### src/hdl/sku_pkg.sv
// shared types and constants for the session key unwrap block
`default_nettype none

package sku_pkg;

  // message size bound and derived key length limit
  localparam int MAX_MSG_BYTES = 512;
  localparam int KEY_LIMIT     = MAX_MSG_BYTES - 13;

  // padding constants
  localparam logic [7:0] LEAD_BYTE = 8'h02;
  localparam logic [7:0] SEP_BYTE  = 8'h00;
  localparam logic [3:0] MIN_PAD   = 4'd8;
  localparam logic [3:0] PAD_SAT   = 4'd15;
  localparam logic [1:0] HOLD_FULL = 2'd2;

  // final status codes
  localparam logic STATUS_OK        = 1'b0;
  localparam logic STATUS_WRONG_KEY = 1'b1;

  // output queue geometry
  localparam int QUEUE_DEPTH = 4;
  localparam int QPTR_W      = $clog2(QUEUE_DEPTH);
  localparam int QCNT_W      = $clog2(QUEUE_DEPTH + 1);

  localparam int KEY_LEN_W = 10;

  // message parse phase
  typedef enum logic [1:0] {
    PH_LEAD,
    PH_PAD,
    PH_ALGO,
    PH_KEY
  } phase_t;

  // one result item
  typedef struct packed {
    logic                 is_final;
    logic [7:0]           key_byte;
    logic                 status;
    logic [7:0]           sym_algo;
    logic [KEY_LEN_W-1:0] key_length;
  } result_t;

  // results produced by one accepted byte, key byte result ahead of final
  typedef struct packed {
    logic    key;
    logic    fin;
    result_t key_res;
    result_t fin_res;
  } push_t;

endpackage

`default_nettype wire

### src/hdl/sku_core.sv
// padding parser, key byte release and checksum check
`default_nettype none

module sku_core import sku_pkg::*; (
  input  wire logic       clk,
  input  wire logic       rst,
  input  wire logic       take,
  input  wire logic [7:0] msg_byte,
  input  wire logic       last_byte,
  output push_t           push
);

  localparam logic [KEY_LEN_W-1:0] KEY_LIMIT_C = KEY_LIMIT[KEY_LEN_W-1:0];

  phase_t               phase, phase_next;
  logic [3:0]           pad_count, pad_count_next;
  logic [7:0]           held0, held0_next;
  logic [7:0]           held1, held1_next;
  logic [1:0]           held_count, held_count_next;
  logic [KEY_LEN_W-1:0] released_count, released_count_next;
  logic [15:0]          running_sum, running_sum_next;
  logic [7:0]           algo_byte, algo_byte_next;
  logic                 failed, failed_next;
  logic                 release_key;
  logic                 sum_ok;

  // next state for one byte, before end-of-message handling
  always_comb begin
    phase_next          = phase;
    pad_count_next      = pad_count;
    held0_next          = held0;
    held1_next          = held1;
    held_count_next     = held_count;
    released_count_next = released_count;
    running_sum_next    = running_sum;
    algo_byte_next      = algo_byte;
    failed_next         = failed;
    release_key         = 1'b0;
    if (!failed) begin
      case (phase)
        PH_LEAD: begin
          if (msg_byte == LEAD_BYTE) phase_next = PH_PAD;
          else failed_next = 1'b1;
        end
        PH_PAD: begin
          if (msg_byte != SEP_BYTE) begin
            if (pad_count < PAD_SAT) pad_count_next = pad_count + 4'd1;
          end else if (pad_count < MIN_PAD) begin
            failed_next = 1'b1;
          end else begin
            phase_next = PH_ALGO;
          end
        end
        PH_ALGO: begin
          algo_byte_next = msg_byte;
          phase_next     = PH_KEY;
        end
        PH_KEY: begin
          if (held_count >= HOLD_FULL) begin
            if (released_count >= KEY_LIMIT_C) begin
              failed_next = 1'b1;
            end else begin
              release_key         = 1'b1;
              running_sum_next    = running_sum + {8'd0, held0};
              released_count_next = released_count + KEY_LEN_W'(1);
            end
          end else begin
            held_count_next = held_count + 2'd1;
          end
          held0_next = held1;
          held1_next = msg_byte;
        end
        default: failed_next = 1'b1;
      endcase
    end
  end

  // checksum compare against state after this byte
  assign sum_ok = !failed_next && (phase_next == PH_KEY) && (held_count_next >= HOLD_FULL)
                  && ({held0_next, held1_next} == running_sum_next);

  // result items for this byte
  always_comb begin
    push                     = '0;
    push.key                 = take && release_key;
    push.key_res.is_final    = 1'b0;
    push.key_res.key_byte    = held0;
    push.fin                 = take && last_byte;
    push.fin_res.is_final    = 1'b1;
    if (sum_ok) begin
      push.fin_res.status      = STATUS_OK;
      push.fin_res.sym_algo    = algo_byte_next;
      push.fin_res.key_length  = released_count_next;
    end else begin
      push.fin_res.status      = STATUS_WRONG_KEY;
    end
  end

  // state registers, cleared after the final byte
  always_ff @(posedge clk) begin
    if (rst || (take && last_byte)) begin
      phase          <= PH_LEAD;
      pad_count      <= '0;
      held0          <= '0;
      held1          <= '0;
      held_count     <= '0;
      released_count <= '0;
      running_sum    <= '0;
      algo_byte      <= '0;
      failed         <= 1'b0;
    end else if (take) begin
      phase          <= phase_next;
      pad_count      <= pad_count_next;
      held0          <= held0_next;
      held1          <= held1_next;
      held_count     <= held_count_next;
      released_count <= released_count_next;
      running_sum    <= running_sum_next;
      algo_byte      <= algo_byte_next;
      failed         <= failed_next;
    end
  end

  // checks
  a_fail_no_key: assert property (@(posedge clk) disable iff (rst)
    failed |-> !push.key) else $error("key byte released after failure");
  a_key_needs_hold: assert property (@(posedge clk) disable iff (rst)
    push.key |-> (phase == PH_KEY && held_count == HOLD_FULL))
    else $error("key byte released without two held bytes");
  a_restart: assert property (@(posedge clk) disable iff (rst)
    (take && last_byte) |=> (phase == PH_LEAD && !failed && released_count == '0))
    else $error("state not cleared after final byte");
  a_ok_has_key_phase: assert property (@(posedge clk) disable iff (rst)
    (push.fin && push.fin_res.status == STATUS_OK) |-> (phase == PH_KEY || phase == PH_ALGO))
    else $error("ok status outside key phase");

endmodule

`default_nettype wire

### src/hdl/sku_out_queue.sv
// small result queue taking up to two results per cycle
`default_nettype none

module sku_out_queue import sku_pkg::*; (
  input  wire logic clk,
  input  wire logic rst,
  input  push_t     push,
  output logic      space,
  output logic      out_valid,
  input  wire logic out_ready,
  output result_t   head
);

  localparam logic [QCNT_W-1:0] DEPTH_C = QUEUE_DEPTH[QCNT_W-1:0];

  result_t           entries [QUEUE_DEPTH];
  logic [QPTR_W-1:0] wr_ptr, rd_ptr;
  logic [QCNT_W-1:0] count, count_next;
  logic              pop;
  logic [1:0]        push_n;
  result_t           first_res;

  // room for the worst case of two results
  assign space     = count <= (DEPTH_C - QCNT_W'(2));
  assign out_valid = count != '0;
  assign head      = entries[rd_ptr];
  assign pop       = out_valid && out_ready;
  assign push_n    = {1'b0, push.key} + {1'b0, push.fin};
  assign first_res = push.key ? push.key_res : push.fin_res;
  assign count_next = count + QCNT_W'(push_n) - QCNT_W'(pop);

  // payload storage
  always_ff @(posedge clk) begin
    if (push.key || push.fin) entries[wr_ptr] <= first_res;
    if (push.key && push.fin) entries[wr_ptr + QPTR_W'(1)] <= push.fin_res;
  end

  // pointers and fill count
  always_ff @(posedge clk) begin
    if (rst) begin
      wr_ptr <= '0;
      rd_ptr <= '0;
      count  <= '0;
    end else begin
      wr_ptr <= wr_ptr + QPTR_W'(push_n);
      if (pop) rd_ptr <= rd_ptr + QPTR_W'(1);
      count  <= count_next;
    end
  end

  // checks
  a_no_overflow: assert property (@(posedge clk) disable iff (rst)
    (push.key || push.fin) |-> (count <= DEPTH_C - QCNT_W'(push_n)))
    else $error("result queue overflow");
  a_count_bound: assert property (@(posedge clk) disable iff (rst)
    count <= DEPTH_C) else $error("result queue count out of range");
  a_count_track: assert property (@(posedge clk) disable iff (rst)
    (!push.key && !push.fin && pop) |=> (count == $past(count) - QCNT_W'(1)))
    else $error("result queue count lost a pop");

endmodule

`default_nettype wire

### src/hdl/pkcs1_session_key_unwrap_unit.sv
// top level of the session key unwrap block
//
//  channel | signals                                          | dir
//  --------+--------------------------------------------------+-----
//  in      | in_valid, in_ready, msg_byte, last_byte          | in
//  out     | out_valid, out_ready, is_final, key_byte, status, | out
//          | sym_algo, key_length                             |
//
// one message byte is taken per cycle; its results are written to a
// four-entry result queue, which sets the input stall: in_ready drops
// while fewer than two queue slots are free. a final byte that also
// releases a key byte yields two results, drained one per cycle while
// out_ready is high. synchronous reset clears parser and queue.
`default_nettype none

module pkcs1_session_key_unwrap_unit import sku_pkg::*; (
  input  wire logic                 clk,
  input  wire logic                 rst,
  input  wire logic                 in_valid,
  output logic                      in_ready,
  input  wire logic [7:0]           msg_byte,
  input  wire logic                 last_byte,
  output logic                      out_valid,
  input  wire logic                 out_ready,
  output logic                      is_final,
  output logic [7:0]                key_byte,
  output logic                      status,
  output logic [7:0]                sym_algo,
  output logic [KEY_LEN_W-1:0]      key_length
);

  push_t   push;
  logic    space;
  logic    take;
  result_t head;

  // input transaction
  assign in_ready = space;
  assign take     = in_valid && in_ready;

  sku_core u_core (
    .clk       (clk),
    .rst       (rst),
    .take      (take),
    .msg_byte  (msg_byte),
    .last_byte (last_byte),
    .push      (push)
  );

  sku_out_queue u_queue (
    .clk       (clk),
    .rst       (rst),
    .push      (push),
    .space     (space),
    .out_valid (out_valid),
    .out_ready (out_ready),
    .head      (head)
  );

  // output payload
  assign is_final    = head.is_final;
  assign key_byte    = head.key_byte;
  assign status      = head.status;
  assign sym_algo    = head.sym_algo;
  assign key_length  = head.key_length;

endmodule

`default_nettype wire
### config.mk
export PLATFORM = sky130hd
export DESIGN_NAME = pkcs1_session_key_unwrap_unit
export DESIGN_NICKNAME = d
export VERILOG_FILES = /design/src/hdl/sku_pkg.sv /design/src/hdl/sku_core.sv /design/src/hdl/sku_out_queue.sv /design/src/hdl/pkcs1_session_key_unwrap_unit.sv
export SDC_FILE = /design/constraint.sdc
export NUM_CORES = 1
export LEC_CHECK = 0
export ABC_AREA = 1
export CORE_ASPECT_RATIO = 1.1
export CORE_MARGIN = 3
export CORE_UTILIZATION = 35
export CTS_CLUSTER_SIZE = 8
export DETAILED_ROUTE_END_ITERATION = 7
export DONT_BUFFER_PORTS = 1
export HOLD_SLACK_MARGIN = 0.15
export PLACE_DENSITY = 0.49
export SYNTH_ARGS = -nofsm -noshare
export SYNTH_HDL_FRONTEND = slang
export SYNTH_SLANG_ARGS = --single-unit
### constraint.sdc
create_clock -name clk -period 7.1 [get_ports clk]
set_input_delay 0.71 -clock clk [delete_from_list [all_inputs] [get_ports clk]]
set_output_delay 0.71 -clock clk [all_outputs]
set_load 0.05 [all_outputs]
==> metrics, run 1 <==
aggregate routed wire length=around 24 mm; antenna violations before repair=0; library cell used as clock root buffer=clkbuf_16; Setup Skew=~0.018 ns; share of layout cells above drive strength 1=12.31%; Synth Cell Area=between 0.009 and 0.01 sq mm; pin count of the biggest net entering global routing=58; final count of pins violating max slew=0; number of enable flip-flop cells after synthesis=76; clock buffer count from CTS=17; part of the power in combinational logic=between 20% and 30%; Ys Warns=0; total nets after synthesis=about 1200; post-route worst setup slack=between 2 and 3 ns; data arrival time at the worst-slack endpoint=roughly 4.5 ns; number of optimization iterations in the first detailed-route pass=5; kind of capture point of the worst setup path=flop; worst slack at placement=between 2 and 3 ns; starting utilization of the core area=36.07%; HPWL after detailed placement=~17 mm; met1 layer usage reported by global route=between 20% and 30%; Max stage delay cell, worst path=a21oi_1; Post-CTS Setup Inserts=0; dominant delay contributor by cell family on the critical path=simple AND/OR/NAND/NOR gates; clock tree from TritonCTS=yes; clock slew seen by the registers of the worst setup and hold paths=about 0.080 ns; worst vdd rail ir drop=around 0.13 mV; average vias per placed instance=roughly 5; DRC Markers=0; DR WL/cell=around 16 um; count of port buffers added during placement=0; Die Wd=163.7 um; growth of design area from synthesis to finish=8.694%; vias post-DR=7501; 1st-iter DRT viols=553; hold crit path type=input port to flop; number of standard cells after synthesis=~1200; met3 Usage GRT=2.532%; Worst Hold Slack=roughly 0.34 ns; sequential share of power=between 30 and 40%; setup repair after global routing missed its margin=no; Top FF cell, synth=dfxtp_1; CP Buf/Inv Count=4; endpoint required time on the critical path=7.16 ns; Crit. path cell count=10; Reg2Reg Depth=10; max-slew headroom at the worst pin=between 20% and 30%; number of levels in the clock H-tree=4; Inserted Diodes=0; number of global-route vias before repair=7127; minimum clock period=~4.4 ns; actual slew at the worst max-slew pin=1.197 ns; clock network fraction of design power=32.6%; Clock Tree Buf Depth=2; Yosys cell types=42; setup violation total in the final timing report=0; mean post-synth cell area=8.180 sq um; residual antenna-violating net count after detailed routing=0; internal power of the cells=0.001818 W; clock latency on the worst-skew pair=approximately 0.44 ns; cell type with the highest occurrence count on the critical path=nand2_1; final sum of negative setup slack=0 ns; sequential element share of the synthesized area=around 46%; total of hold buffers inserted after clock tree synthesis=0; busiest layer in global routing=met2; core outline area=roughly 0.027 sq mm; number of core rows=62; Placer Congestion=between 0.7 and 0.8; net switching power=between 0.001 and 0.0015 W; number of top-level design ports=43; Total GRT Usage=16.92%; category of the critical setup timing path=flop to flop; number of instances resized during post-cts repair=0; Power per Cell Area=between 200 and 300 mW/mm^2; ordered cell list for the critical path=a21oi_1, nand2_1, buf_4, inv_1, buf_4, nand2_1, ha_1, nor3_1, clkinv_1, nand2_1; met2 track demand over resource in global routing=27.66%; global-route wire length before repair=just under 40 mm; number of register bits inferred by synthesis=180; Period Utilization, post-route=between 60% and 70%; total global routing overflow=0; Die Footprint=between 0.02 and 0.03 sq mm; number of max-cap violations=0; net count reported at finish=~1200; Async SR Flop Fraction=0%; maximum fanout along the worst path=56; switching share of total power=between 40% and 50%; maximum clock frequency=between 0.2 and 0.25 GHz; nature of the critical path startpoint=flop; Hold Path Cell Cnt=1; run status=complete, no violations; Static Leakage=3.776 nW; max incr delay on CP=roughly 0.86 ns; clk sinks=180; die height=179.4 um; Hold Fails Final Rpt=0
## cell usage in the layout, fill, tap and decap left out, drive strengths merged, types with 8 or more instances in the layout
| cell | netlist | layout |
|---|---|---|
| a21oi | 55 | 55 |
| ha | 18 | 18 |
| clkinv | 8 | 13 |
| o21ai | 145 | 145 |
| nor3 | 13 | 13 |
| nand2 | 203 | 203 |
| o22ai | 28 | 28 |
| nand4 | 26 | 26 |
| xor2 | 8 | 8 |
| edfxtp | 76 | 76 |
| nand3 | 78 | 78 |
| clkbuf | 41 | 17 |
| a211oi | 9 | 9 |
| nor2 | 198 | 198 |
| inv | 107 | 116 |
| nand3b | 13 | 13 |
| dfxtp | 104 | 104 |
| buf | 16 | 9 |
## synth_stat cells, types with 2 or more instances
library cell  count  area [sq um]
nand2_1         201         754.5
o21ai_0         144         720.7
nor2_1          131         491.7
inv_1           105         394.1
dfxtp_1         104          2082
edfxtp_1         76          2282
nand3_1          72         360.4
nor2_2           63         394.1
a21oi_1          55         275.3
clkbuf_1         40         150.1
o22ai_1          28         175.2
ha_1             18         225.2
nand4_4          17         361.6
nand3b_1         13         97.59
nor3_1           12         60.06
a211oi_1          9         67.56
clkinv_1          8         30.03
nand4_1           8         50.05
xor2_1            8         70.07
buf_2             6         30.03
a31oi_1           5         31.28
nand3_2           5         50.05
buf_6             4         45.04
buf_8             4         60.06
nor2_4            4         45.04
o211ai_1          4         30.03
or2_2             4         25.02
a22oi_1           3         22.52
xnor2_1           3         26.28
buf_1             2         7.510
fa_1              2         40.04
nand2_2           2         12.51
## path summary, 6_finish.rpt
kind / startpoint / endpoint / slack, ns
max: u_queue.count[2]$_SDFF_PP0_ / u_queue.entries[2][15]$_DFFE_PP_ / 2.65
min: rst / u_queue.count[1]$_SDFF_PP0_ / 0.34
max reg2reg: u_queue.count[2]$_SDFF_PP0_ / u_queue.entries[2][15]$_DFFE_PP_ / 2.65
min reg2reg: u_queue.entries[1][27]$_SDFFE_PP1P_ / u_queue.entries[1][27]$_SDFFE_PP1P_ / 0.45
## through the flow
stage / total power [W] / area, sq um / utilization, % / std cells
6_report: 0.003035 / 10400 / 39.21 / 1506
5_1_grt: 0.003190 / 10400 / 39.21 / 1506
4_1_cts: 0.003076 / 10400 / 39.21 / 1506
3_5_place_dp: 0.002082 / 9782 / 36.87 / 1474
3_3_place_gp: 0.002072 / 9782 / 36.87 / 1474
2_1_floorplan: 0.001940 / 9570 / - / 1170
## logic make-up after synthesis
kind of cell / Yosys count / share of synthesized area (%)
adder cells (fa/ha/maj): 20 / 2.772
AND/OR/NAND/NOR: 537 / 28.85
XOR/XNOR: 12 / 1.255
buffers and inverters: 172 / 7.648
flip-flops: 180 / 45.60
AO/OA/AOI/OAI: 249 / 13.87
## worst reg2reg max path: cells and delay by family, from the launching register on
kind | cells | cell delay (ns)
AOI/OAI and AO/OA | 1 | 0.86
adders and majority gates | 1 | 0.27
buffers and inverters | 4 | 1.30
DFF | 1 | 0.33
and+or+nand+nor | 4 | 1.31
## power groups by stage
stage / Combinational (W) / Sequential, W / Clock, W
after floorplan: 0.000743 / 0.00120 / 0
after global placement: 0.000859 / 0.00121 / 0
after detailed placement: 0.000868 / 0.00121 / 0
after CTS: 0.000870 / 0.00119 / 0.00102
after global routing: 0.000934 / 0.00120 / 0.00106
final: 0.000855 / 0.00119 / 0.000989
## area by class of cell
cell class	instances	area (sq um)
fill	2716	16130
timing repair buffer	9	67.56
clock buffer	17	425.4
sequential	180	4365
tap	352	440.4
inverter	115	434.2
clock inverter	15	195.2
multi-input combinational	818	4474
## sequential cells by signal, summed over array words and instances (netlist names), named ones only
signal and count:
u_core.phase 2, u_queue.entries 112, u_queue.count 3, u_core.released_count 10
u_queue.rd_ptr 2, u_queue.wr_ptr 2, u_core.held_count 2, u_core.pad_count 4
u_core.running_sum 16, u_core.failed 1, u_core.held1 8, u_core.held0 8
u_core.algo_byte 8
## per-layer routing
metal,vias to the layer above,part of all wire (%)
met1,3500,48
met4,0,1.1
met3,15,2.7
met5,-,0
li1,3884,-
met2,102,49
Power figures use the tool's default switching activity.
==> run 2: changes to the inputs <==
Settings changed: PLACE_DENSITY 0.49 to 0.51.
Clock period 7.1 ns to 4 ns, I/O delays scaled along.
==> run 2 against run 1 <==
Fmax up 33%. Combinational power up 100%. Routed wire length up 1.6%. Worst setup slack worse by 2.0 ns. First-iteration DRC count down 31%. Total power up 84%. Critical path type unchanged. Critical path depth up 2.
==> metrics, run 2 (same netlist as run 1, synthesis figures left out) <==
clock slew seen by the registers of the worst setup and hold paths=0.07 ns (was 0.08 ns); number of instances resized during post-cts repair=0 (unchanged); nature of the critical path startpoint=flop (unchanged); residual antenna-violating net count after detailed routing=0 (unchanged); pin count of the biggest net entering global routing=57 (was 58); clock tree from TritonCTS=yes (unchanged); maximum clock frequency=0.2980 GHz (was 0.2249 GHz); max incr delay on CP=0.48 ns (was 0.86 ns); internal power of the cells=0.003391 W (was 0.001818 W); Total GRT Usage=17.08% (was 16.92%); die height=179.4 um (unchanged); Max stage delay cell, worst path=inv_1 (was a21oi_1); switching share of total power=39.23% (was 40.09%); leading cell type in the layout, fill and taps excluded=nand2_1 (unchanged); library cell used as clock root buffer=clkbuf_16 (unchanged); global-route wire length before repair=40.21 mm (was 39.62 mm); worst vdd rail ir drop=0.2415 mV (was 0.1324 mV); maximum fanout along the worst path=20 (was 56); DR WL/cell=15.88 um (was 16.14 um); actual slew at the worst max-slew pin=1.101 ns (was 1.197 ns); Die Wd=163.7 um (unchanged); Worst Hold Slack=0.1982 ns (was 0.3383 ns); part of the power in combinational logic=30.9% (was 28.2%); Placer Congestion=0.8342 (was 0.7913); data arrival time at the worst-slack endpoint=3.61 ns (was 4.51 ns); top flop regs=u_queue.entries x112, u_core.running_sum x16, u_core.released_count x10 (unchanged); setup repair after global routing missed its margin=no (unchanged); final count of pins violating max slew=0 (unchanged); clock latency on the worst-skew pair=0.43 ns (was 0.44 ns); HPWL after detailed placement=16.68 mm (was 17.01 mm); 1st-iter DRT viols=382 (was 553); Period Utilization, post-route=83.91% (was 62.64%); worst r2r dst=u_queue.entries[2][18]$_DFFE_PP_ (was u_queue.entries[2][15]$_DFFE_PP_); share of layout cells above drive strength 1=15.56% (was 12.31%); growth of design area from synthesis to finish=12.77% (was 8.694%); net switching power=0.002189 W (was 0.001217 W); kind of capture point of the worst setup path=flop (unchanged); category of the critical setup timing path=flop to flop (unchanged); most frequent cells in the layout=201 x nand2_1, 144 x o21ai_0, 131 x nor2_1 (unchanged); cell count after placement=1519 (was 1474); hold crit path type=input port to flop (unchanged); max reg flops=112 (unchanged); number of core rows=62 (unchanged); run status=complete, no violations (unchanged); number of top-level design ports=43 (unchanged); Hold Path Cell Cnt=3 (was 1); vias post-DR=7686 (was 7501); share of the core filled with cells=40.68% (was 39.21%); number of global-route vias before repair=7513 (was 7127); worst reg2reg path startpoint=u_core.phase[1]$_SDFFE_PP0P_ (was u_queue.count[2]$_SDFF_PP0_); net count reported at finish=1222 (was 1174); Setup Skew=0.01278 ns (was 0.01779 ns); min-delay src=rst (unchanged); total global routing overflow=0 (unchanged); final sum of negative setup slack=0 ns (unchanged); minimum clock period=3.356 ns (was 4.447 ns); cell type with the highest occurrence count on the critical path=inv_1 (was nand2_1); Static Leakage=3.971 nW (was 3.776 nW); setup violation total in the final timing report=0 (unchanged); count of filler cells inserted in the layout=2771 (was 2716); aggregate routed wire length=24.68 mm (was 24.30 mm); Reg2Reg Depth=12 (was 10); clock buffer count from CTS=17 (unchanged); Inserted Diodes=0 (unchanged); Power per Cell Area=517.0 mW/mm^2 (was 291.8 mW/mm^2); number of levels in the clock H-tree=4 (unchanged); core outline area=0.02653 sq mm (unchanged); antenna violations before repair=0 (unchanged); Top reg by flops=u_queue.entries (unchanged); number of optimization iterations in the first detailed-route pass=4 (was 5); DRC Markers=0 (unchanged); final total power=0.005580 W (was 0.003035 W); Hold Path Sink=u_queue.wr_ptr[1]$_SDFF_PP0_ (was u_queue.count[1]$_SDFF_PP0_); Hold Fails Final Rpt=0 (unchanged); clock network fraction of design power=31.2% (was 32.6%); Die Footprint=0.02937 sq mm (unchanged); max-slew headroom at the worst pin=26.54% (was 21.34%); filler-free cell count of the finished design=1554 (was 1506); count of port buffers added during placement=0 (unchanged); endpoint required time on the critical path=4.26 ns (was 7.16 ns); clk sinks=180 (unchanged); sequential share of power=37.8% (was 39.2%); starting utilization of the core area=36.07% (unchanged); Worst R2R Setup Slack=0.64 ns (was 2.65 ns); Clock Tree Buf Depth=2 (unchanged); Post-CTS Setup Inserts=0 (unchanged); number of max-cap violations=0 (unchanged); average vias per placed instance=4.946 (was 4.981); ordered cell list for the critical path=nand2_2, nor3_4, nand3_4, nor2_1, inv_1, ha_1, nor3_1, clkinv_1, buf_4, o21ai_0, inv_1, a31oi_1 (was a21oi_1, nand2_1, buf_4, inv_1, buf_4, nand2_1, ha_1, nor3_1, clkinv_1, nand2_1)
[run 2: cell types whose count changed in the layout (fill, tap and decap cells not counted), sizes merged]
cell	change
buf	+45
clkinv	+1
inv	-1
dlygate4sd3	+3
[run 2: worst max path at each step]
stage                                       from                               end  slack [ns]  cells after the start
CTS                 u_core.phase[1]$_SDFFE_PP0P_  u_queue.entries[2][18]$_DFFE_PP_        0.63                     12
finish              u_core.phase[1]$_SDFFE_PP0P_  u_queue.entries[2][18]$_DFFE_PP_        0.64                     12
detailed placement  u_core.phase[1]$_SDFFE_PP0P_  u_queue.entries[2][18]$_DFFE_PP_        0.65                     12
global route        u_core.phase[1]$_SDFFE_PP0P_  u_queue.entries[2][18]$_DFFE_PP_        0.33                     12
floorplan            u_queue.count[2]$_SDFF_PP0_   u_queue.entries[0][0]$_DFFE_PP_        0.43                      9
global placement    u_core.held0[0]$_SDFFE_PP0P_  u_queue.entries[2][11]$_DFFE_PP_        0.67                     19
[run 2: critical path: cells and delay by family (launching register included)]
kind	cells	cell delay, ns
AO/OA/AOI/OAI	2	0.49
flip-flops	1	0.40
buffers and inverters	4	0.87
adder cells (fa/ha/maj)	1	0.25
AND/OR/NAND/NOR	5	1.16
[run 2: area by class of cell]
| class | count | area, sq um | area share [%] |
|---|---|---|---|
| multi-input combinational | 818 | 4474 | 41.46 |
| sequential | 180 | 4365 | 40.45 |
| timing repair buffer | 57 | 460.4 | 4.266 |
| tap | 352 | 440.4 | 4.081 |
| inverter | 115 | 434.2 | 4.023 |
| clock buffer | 17 | 425.4 | 3.942 |
| clock inverter | 15 | 192.7 | 1.785 |
[run 2: power by group through the flow]
| stage | logic (W) | clock network [W] | registers, W |
|---|---|---|---|
| finish | 0.00173 | 0.00174 | 0.00211 |
| global route | 0.00189 | 0.00186 | 0.00213 |
| CTS | 0.00176 | 0.00178 | 0.00211 |
| detailed placement | 0.00175 | 0 | 0.00215 |
| global placement | 0.00174 | 0 | 0.00215 |
| floorplan | 0.00132 | 0 | 0.00212 |
[run 2: per-stage QoR]
stage	setup WS, ns	area (sq um)
2_1_floorplan	0.4265	9570
6_report	0.6438	10790
4_1_cts	0.6251	10790
3_3_place_gp	0.6700	10140
3_5_place_dp	0.6479	10140
5_1_grt	0.3336	10790
[run 2: what timing repair did]
item | in CTS | in global routing
setup endpoints to repair | 0 | 0
hold endpoints to repair | 6 | 0
hold buffers | 3 | 0
[run 2: layer usage]
metal / wire length [um] / track usage, %
met5: 0 / 0
met4: 335 / 4.162
met3: 532 / 2.417
met2: 12330 / 30.60
met1: 11480 / 21.52
